### src/rtl/cbb_pkg.sv
// Package for the cascaded biquad band-pass filter.
// Holds shared constants, register indexes, sequencer states and the MAC control struct.
// No dependencies.
package cbb_pkg;

    localparam int MAX_STAGES_DEF  = 8;
    localparam int SAMPLE_BITS_DEF = 24;
    localparam int COEF_BITS       = 32;
    localparam int COEF_FRAC       = 30;
    localparam int ACC_BITS        = 64;
    localparam int ACTIVE_BITS     = 4;
    localparam int CFG_IDX_BITS    = 3;

    localparam logic [CFG_IDX_BITS-1:0] REG_FF0    = 3'd0;
    localparam logic [CFG_IDX_BITS-1:0] REG_FF1    = 3'd1;
    localparam logic [CFG_IDX_BITS-1:0] REG_FF2    = 3'd2;
    localparam logic [CFG_IDX_BITS-1:0] REG_FB1    = 3'd3;
    localparam logic [CFG_IDX_BITS-1:0] REG_FB2    = 3'd4;
    localparam logic [CFG_IDX_BITS-1:0] REG_ACTIVE = 3'd5;

    localparam logic [2:0] PH_X    = 3'd0;
    localparam logic [2:0] PH_X1   = 3'd1;
    localparam logic [2:0] PH_X2   = 3'd2;
    localparam logic [2:0] PH_Y1   = 3'd3;
    localparam logic [2:0] PH_Y2   = 3'd4;
    localparam logic [2:0] PH_RND  = 3'd5;
    localparam logic [2:0] PH_LAST = 3'd6;
    localparam logic [2:0] PH_WB   = 3'd7;

    typedef enum logic [1:0] {
        ST_IDLE,
        ST_CALC,
        ST_DONE
    } t_state;

    typedef struct packed {
        logic mul_en;
        logic round;
        logic sub;
        logic acc_en;
        logic acc_clear;
    } t_mac_ctrl;

endpackage

### src/rtl/cbb_mac.sv
// Shared multiply-accumulate unit: registered product, then 64-bit saturating add/subtract.
// Depends on cbb_pkg.
module cbb_mac #(
    parameter int SAMPLE_BITS = cbb_pkg::SAMPLE_BITS_DEF
) (
    input  logic                                 i_clk,
    input  cbb_pkg::t_mac_ctrl                   i_ctrl,
    input  logic signed [SAMPLE_BITS-1:0]        i_opa,
    input  logic signed [cbb_pkg::COEF_BITS-1:0] i_coef,
    output logic signed [cbb_pkg::ACC_BITS-1:0]  o_acc
);
    localparam int PW = SAMPLE_BITS + cbb_pkg::COEF_BITS;
    localparam int AW = cbb_pkg::ACC_BITS;
    localparam logic signed [PW-1:0] ROUND_K = PW'(64'd1 << (cbb_pkg::COEF_FRAC - 1));
    localparam logic signed [AW-1:0] ACC_MAX = {1'b0, {(AW-1){1'b1}}};
    localparam logic signed [AW-1:0] ACC_MIN = {1'b1, {(AW-1){1'b0}}};

    logic signed [PW-1:0] r_prod;
    logic                 r_sub;
    logic signed [AW-1:0] r_acc;
    logic signed [PW-1:0] n_prod;
    logic signed [AW:0]   w_base;
    logic signed [AW:0]   w_term;
    logic signed [AW:0]   w_sum;
    logic signed [AW-1:0] n_acc;

    assign n_prod = i_opa * i_coef;

    always_comb begin
        w_base = i_ctrl.acc_clear ? '0 : {r_acc[AW-1], r_acc};
        w_term = (AW+1)'(r_prod);
        if (r_sub) begin
            w_term = -w_term;
        end
        w_sum = w_base + w_term;
        if (w_sum[AW] != w_sum[AW-1]) begin
            n_acc = w_sum[AW] ? ACC_MIN : ACC_MAX;
        end else begin
            n_acc = w_sum[AW-1:0];
        end
    end

    always_ff @(posedge i_clk) begin
        if (i_ctrl.mul_en) begin
            r_prod <= i_ctrl.round ? ROUND_K : n_prod;
            r_sub  <= i_ctrl.sub;
        end
        if (i_ctrl.acc_en) begin
            r_acc <= n_acc;
        end
    end

    assign o_acc = r_acc;

endmodule

### src/rtl/cascaded_biquad_bandpass.sv
// Cascaded biquad band-pass filter, direct form 1, one shared MAC under a phase sequencer.
// A sample runs through the n active sections in turn (none: it passes unchanged); each
// section takes five multiply-accumulates, a rounding add and a write-back on the one MAC.
// A new request is taken only while the sequencer idles, once the last sample is done.
// Reset (synchronous, active low): history cleared, coefficients 0, active sections 1.
module cascaded_biquad_bandpass #(
    parameter int MAX_STAGES  = cbb_pkg::MAX_STAGES_DEF,
    parameter int SAMPLE_BITS = cbb_pkg::SAMPLE_BITS_DEF
) (
    input  logic                                    i_clk,
    input  logic                                    i_rst_n,
    input  logic                                    i_sample_valid,
    output logic                                    o_sample_ready,
    input  logic signed [SAMPLE_BITS-1:0]           i_sample_in,
    output logic                                    o_result_valid,
    input  logic                                    i_result_ready,
    output logic signed [SAMPLE_BITS-1:0]           o_sample_out,
    input  logic                                    i_cfg_valid,
    output logic                                    o_cfg_ready,
    input  logic [cbb_pkg::CFG_IDX_BITS-1:0]        i_cfg_index,
    input  logic [cbb_pkg::COEF_BITS-1:0]           i_cfg_data
);
    localparam int CW = $clog2(MAX_STAGES + 1);
    localparam int IW = (MAX_STAGES > 1) ? $clog2(MAX_STAGES) : 1;
    localparam int SB = SAMPLE_BITS;
    localparam int YW = cbb_pkg::ACC_BITS - cbb_pkg::COEF_FRAC;
    localparam logic signed [YW-1:0] Y_MAX = YW'((64'sd1 <<< (SB - 1)) - 64'sd1);
    localparam logic signed [YW-1:0] Y_MIN = YW'(-(64'sd1 <<< (SB - 1)));

    logic signed [cbb_pkg::COEF_BITS-1:0] r_ff0, r_ff1, r_ff2, r_fb1, r_fb2;
    logic [cbb_pkg::ACTIVE_BITS-1:0]      r_active;

    logic signed [SB-1:0] r_in1  [MAX_STAGES];
    logic signed [SB-1:0] r_in2  [MAX_STAGES];
    logic signed [SB-1:0] r_out1 [MAX_STAGES];
    logic signed [SB-1:0] r_out2 [MAX_STAGES];

    cbb_pkg::t_state r_state, n_state;
    logic [2:0]      r_phase;
    logic [CW-1:0]   r_stage;
    logic signed [SB-1:0] r_x;
    logic signed [SB-1:0] r_out;
    logic                 r_out_valid;

    logic [CW-1:0]        w_n_eff;
    logic                 w_last;
    logic                 w_out_free;
    logic [IW-1:0]        w_idx;
    logic signed [SB-1:0] w_opa;
    logic signed [cbb_pkg::COEF_BITS-1:0] w_coef;
    cbb_pkg::t_mac_ctrl   w_ctrl;
    logic signed [cbb_pkg::ACC_BITS-1:0]  w_acc;
    logic signed [YW-1:0] w_shift;
    logic signed [SB-1:0] w_y;

    assign w_n_eff = ({1'b0, r_active} > 5'(MAX_STAGES)) ? CW'(MAX_STAGES) : CW'(r_active);
    assign w_last     = (CW'(r_stage + 1'b1) == w_n_eff);
    assign w_out_free = !r_out_valid || i_result_ready;
    assign w_idx      = r_stage[IW-1:0];
    assign o_cfg_ready = 1'b1;

    // Operand and coefficient select for the current phase
    always_comb begin
        case (r_phase)
            cbb_pkg::PH_X: begin
                w_opa  = r_x;
                w_coef = r_ff0;
            end
            cbb_pkg::PH_X1: begin
                w_opa  = r_in1[w_idx];
                w_coef = r_ff1;
            end
            cbb_pkg::PH_X2: begin
                w_opa  = r_in2[w_idx];
                w_coef = r_ff2;
            end
            cbb_pkg::PH_Y1: begin
                w_opa  = r_out1[w_idx];
                w_coef = r_fb1;
            end
            cbb_pkg::PH_Y2: begin
                w_opa  = r_out2[w_idx];
                w_coef = r_fb2;
            end
            default: begin
                w_opa  = r_x;
                w_coef = r_ff0;
            end
        endcase
    end

    cbb_mac #(
        .SAMPLE_BITS(SAMPLE_BITS)
    ) u_mac (
        .i_clk  (i_clk),
        .i_ctrl (w_ctrl),
        .i_opa  (w_opa),
        .i_coef (w_coef),
        .o_acc  (w_acc)
    );

    // Shift the rounded accumulator down by the coefficient fraction, then clamp to sample range
    always_comb begin
        w_shift = w_acc[cbb_pkg::ACC_BITS-1:cbb_pkg::COEF_FRAC];
        if (w_shift > Y_MAX) begin
            w_y = Y_MAX[SB-1:0];
        end else if (w_shift < Y_MIN) begin
            w_y = Y_MIN[SB-1:0];
        end else begin
            w_y = w_shift[SB-1:0];
        end
    end

    always_comb begin
        n_state = r_state;
        unique case (r_state)
            cbb_pkg::ST_IDLE: begin
                if (i_sample_valid) begin
                    n_state = (w_n_eff == '0) ? cbb_pkg::ST_DONE : cbb_pkg::ST_CALC;
                end
            end
            cbb_pkg::ST_CALC: begin
                if (r_phase == cbb_pkg::PH_WB && w_last) begin
                    n_state = cbb_pkg::ST_DONE;
                end
            end
            cbb_pkg::ST_DONE: begin
                if (w_out_free) begin
                    n_state = cbb_pkg::ST_IDLE;
                end
            end
            default: n_state = cbb_pkg::ST_IDLE;
        endcase
    end

    always_comb begin
        o_sample_ready   = (r_state == cbb_pkg::ST_IDLE);
        w_ctrl.mul_en    = (r_state == cbb_pkg::ST_CALC) && (r_phase <= cbb_pkg::PH_RND);
        w_ctrl.round     = (r_phase == cbb_pkg::PH_RND);
        w_ctrl.sub       = (r_phase == cbb_pkg::PH_Y1) || (r_phase == cbb_pkg::PH_Y2);
        w_ctrl.acc_en    = (r_state == cbb_pkg::ST_CALC) && (r_phase >= cbb_pkg::PH_X1)
                           && (r_phase <= cbb_pkg::PH_LAST);
        w_ctrl.acc_clear = (r_phase == cbb_pkg::PH_X1);
    end

    always_ff @(posedge i_clk) begin
        if (!i_rst_n) begin
            r_state     <= cbb_pkg::ST_IDLE;
            r_phase     <= '0;
            r_stage     <= '0;
            r_out_valid <= 1'b0;
        end else begin
            r_state <= n_state;
            if (r_state == cbb_pkg::ST_IDLE) begin
                r_phase <= '0;
                r_stage <= '0;
            end else if (r_state == cbb_pkg::ST_CALC) begin
                r_phase <= r_phase + 3'd1;
                if (r_phase == cbb_pkg::PH_WB) begin
                    r_stage <= r_stage + 1'b1;
                end
            end
            if (r_state == cbb_pkg::ST_DONE && w_out_free) begin
                r_out_valid <= 1'b1;
            end else if (i_result_ready) begin
                r_out_valid <= 1'b0;
            end
        end
    end

    always_ff @(posedge i_clk) begin
        if (r_state == cbb_pkg::ST_IDLE && i_sample_valid) begin
            r_x <= i_sample_in;
        end else if (r_state == cbb_pkg::ST_CALC && r_phase == cbb_pkg::PH_WB) begin
            r_x <= w_y;
        end
        if (r_state == cbb_pkg::ST_DONE && w_out_free) begin
            r_out <= r_x;
        end
    end

    assign o_result_valid = r_out_valid;
    assign o_sample_out   = r_out;

    // Shift section history at write-back
    always_ff @(posedge i_clk) begin
        if (!i_rst_n) begin
            for (int i = 0; i < MAX_STAGES; i++) begin
                r_in1[i]  <= '0;
                r_in2[i]  <= '0;
                r_out1[i] <= '0;
                r_out2[i] <= '0;
            end
        end else if (r_state == cbb_pkg::ST_CALC && r_phase == cbb_pkg::PH_WB) begin
            r_in2[w_idx]  <= r_in1[w_idx];
            r_in1[w_idx]  <= r_x;
            r_out2[w_idx] <= r_out1[w_idx];
            r_out1[w_idx] <= w_y;
        end
    end

    always_ff @(posedge i_clk) begin
        if (!i_rst_n) begin
            r_ff0    <= '0;
            r_ff1    <= '0;
            r_ff2    <= '0;
            r_fb1    <= '0;
            r_fb2    <= '0;
            r_active <= cbb_pkg::ACTIVE_BITS'(1);
        end else if (i_cfg_valid) begin
            unique case (i_cfg_index)
                cbb_pkg::REG_FF0:    r_ff0    <= i_cfg_data;
                cbb_pkg::REG_FF1:    r_ff1    <= i_cfg_data;
                cbb_pkg::REG_FF2:    r_ff2    <= i_cfg_data;
                cbb_pkg::REG_FB1:    r_fb1    <= i_cfg_data;
                cbb_pkg::REG_FB2:    r_fb2    <= i_cfg_data;
                cbb_pkg::REG_ACTIVE: r_active <= i_cfg_data[cbb_pkg::ACTIVE_BITS-1:0];
                default: ;
            endcase
        end
    end

endmodule
### config.mk
export PLATFORM = sky130hd
export DESIGN_NAME = cascaded_biquad_bandpass
export DESIGN_NICKNAME = d
export VERILOG_FILES = /design/src/rtl/cbb_pkg.sv /design/src/rtl/cbb_mac.sv /design/src/rtl/cascaded_biquad_bandpass.sv
export SDC_FILE = /design/constraint.sdc
export NUM_CORES = 2
export LEC_CHECK = 0
export BUFFER_PORTS_ARGS = -buffer_cell sky130_fd_sc_hd__buf_4
export CORE_MARGIN = 5
export CORE_UTILIZATION = 40
export CTS_CLUSTER_DIAMETER = 30
export CTS_CLUSTER_SIZE = 25
export DETAILED_ROUTE_END_ITERATION = 10
export PLACE_DENSITY = 0.52
export SLEW_MARGIN = 20
export SYNTH_ARGS = -nofsm -noshare
export SYNTH_HDL_FRONTEND = slang
export SYNTH_SLANG_ARGS = --single-unit
export TNS_END_PERCENT = 1
### constraint.sdc
create_clock -name i_clk -period 12.5 [get_ports i_clk]
set_input_delay 0 -clock i_clk [delete_from_list [all_inputs] [get_ports i_clk]]
set_output_delay 0 -clock i_clk [all_outputs]
set_load 0.02 [all_outputs]
==> summary.txt <==
Global routing
  • Total GRT Usage: 0.250
  • Global-route wire length before repair: 387000 um
  • Number of global-route vias before repair: 59700
  • Largest net degree at the start of global routing: 89
  • Initial antenna violation count: 6
  • GRT overflow: 0

Hold path
  • Hold Path Class: in -> reg

Routing
  • Antenna viol nets, final: 0
  • Initial DRC count: 4842
  • DRT Wirelength: 257000 um
  • Router iterations before antenna repair: 7
  • Vias per cell: 5.44
  • Via count: 56900
  • DR DRC count: 0
  • WL/cell: 24.6 um

STA
  • Clock skew: 74.5 ps
  • Normalized max-slew margin: 0.214
  • Setup TNS: 0 ps
  • Min Tclk post-route: 11270 ps
  • Setup ws final: 1230 ps
  • RSZ-0062 raised after global routing: no
  • Final hold vios: 0
  • Final period utilization: 0.901
  • Final setup vio count: 0
  • Worst-Margin Slew: 1150 ps
  • Max Clock Freq: 0.0887 GHz
  • Slew Limit Fails: 0

Yosys
  • Ys Warns: 0
  • Post-Synthesis Cells: 7341
  • Syn Area/Cell: 10.8 um^2
  • Synthesized area: 79100 um^2
  • Post-synth net total: 8411
  • Synth Register Bits: 1114
  • Post-synth EDFFs: 937
  • Yosys cell types: 85
  • Sequential area share after synthesis: 0.401
  • Predominant post-synthesis flop cell: edfxtp_1
  • Asr flop ratio synth: 0

CTS
  • Clock Sink Count: 1114
  • H-tree depth: 5
  • Worst skew pair latency: 900 ps
  • CTS tree: built
  • Clk pin slew, worst setup/hold paths: 40 ps
  • Clock root buffer: clkbuf_16
  • CTS Buf Count: 294
  • Clock Path Buffers: 4

Setup path
  • Most used cell, CP: fa_1
  • Slowest stage delay, CP: 780 ps
  • Startpoint Class: flip-flop
  • Worst Path Required: 13100 ps
  • WS Path Type: reg -> reg
  • Crit path max fanout: 31
  • Slowest cell on crit path: dfxtp_4
  • Crit path DAT: 11870 ps
  • CP endpoint kind: flip-flop

Floorplanning
  • I/O Pins: 91
  • Row cnt: 163
  • Horiz. Die Dim: 455 um
  • Starting density of the core: 0.401
  • Core Area: 197000 um^2
  • Die area: 207000 um^2
  • Die Span Y: 455 um

Layout
  • Nets@finish: 8666
  • Finished Layout Cells: 10500
  • Layout cell share with drive strength beyond 1: 0.132
  • Area grow syn2layout: 19.1%
  • Fillers: 18100
  • Commonest non-fill, non-tap cells in the layout: 963 x nor2_1, 937 x edfxtp_1, 929 x nand2_1
  • Leading cell type in the layout, fill and taps excluded: nor2_1
  • Finished Core Util: 0.478

Placed design
  • PortBufs: 89
  • Placed cells: 9811
  • Global placer's final weighted congestion: 0.879
  • Dpl hpwl: 174000 um
  • Dpl ws: 1350 ps

Status
  • Status: complete, no violations

Flow run
  • Max-Cap Viols: 0
through the flow:
step,hold WS [ps],area [um^2]
6_report,48.7,94100
3_5_place_dp,288,83200
2_1_floorplan,125,79100
4_1_cts,1.84,94100
5_1_grt,20.9,94100
3_3_place_gp,276,83200
kinds of logic after synthesis:
group           after synthesis  share of synthesized area
buf+inv                    1287                     0.0620
other cells                   1                  0.0000474
flops                      1114                      0.401
simple gates               2560                      0.141
compound gates              890                     0.0736
xor+xnor                    176                     0.0195
fa+ha+maj                  1016                      0.235
mux                         297                     0.0680
final timing paths:
path | slack (ps) | endpoint | start | cells after the start
worst max-delay path | 1230 | u_mac.r_prod[48] | flip-flop | 30
worst min-delay path | 50 | r_ff1[23] | i_cfg_data[23] | 4
worst max register to register | 1230 | u_mac.r_prod[48] | flip-flop | 30
worst min register to register | 460 | r_ff1[17] | r_ff1[17] | 2
cell usage after synthesis (23+ instances only):
library cell  number  area share
a21o_1            42      0.0040
nor2_1           982       0.047
edfxtp_1         937        0.36
o21ai_0          100      0.0063
a21boi_0         170       0.016
o21ai_1           56      0.0035
a22oi_1           58      0.0055
nand2_1          944       0.045
inv_1            868       0.041
ha_1             221       0.035
buf_1             23      0.0011
buf_2             49      0.0031
xor2_1            52      0.0058
o22ai_1           53      0.0042
a31o_2            23      0.0025
mux4_2           192       0.055
and2_1           216       0.017
clkbuf_1         343       0.016
o31ai_1           25      0.0024
xnor2_1          124       0.014
nor3_1            79      0.0050
fa_1             785        0.20
dfxtp_1          177       0.045
nand2b_1          43      0.0034
nand3_1           36      0.0023
mux2i_1          104       0.013
a21oi_1          200       0.013
and3_1            48      0.0038
a31oi_1           44      0.0035
nor2b_1          111      0.0088
repair_timing:
action,in CTS,in global routing
buffers inserted,0,0
resized for setup,0,0
endpoints found under the hold margin,203,0
hold buffers,129,0
endpoints found under the setup margin,0,0
critical path: cells and delay by family, from the launching register on:
kind            cells  cell delay, ps
buf+inv             7            1140
mux                 2            1170
fa+ha+maj           8            4210
flops               1             780
xor+xnor            1             140
simple gates        8            2260
compound gates      4            1200
cell type report:
type,count,area (um^2),share of cell area
well taps,2640,3300,0.0351
multi-input cells,4940,43000,0.457
flip-flops and latches,1114,31700,0.337
inverters,870,3270,0.0347
clock inverters,158,1760,0.0187
repair buffers,376,3230,0.0343
clock buffers,351,7850,0.0834
diodes,6,15.0,0.000159
metal layers:
layer | GRT usage | wire length, um
met5 | 0 | 0
met4 | 0.0791 | 8310
met1 | 0.335 | 107000
met2 | 0.416 | 124000
met3 | 0.0416 | 17000
registers in the layout, indices dropped and copies added (netlist names), 56 cells and up, named ones only:
signal	flops
r_out2	192
r_in1	192
u_mac.o_acc	64
r_out1	192
u_mac.r_prod	56
r_in2	192
Power is not shown: default switching activity piles up to over one toggle a cycle in this logic, so the estimate is an artifact.
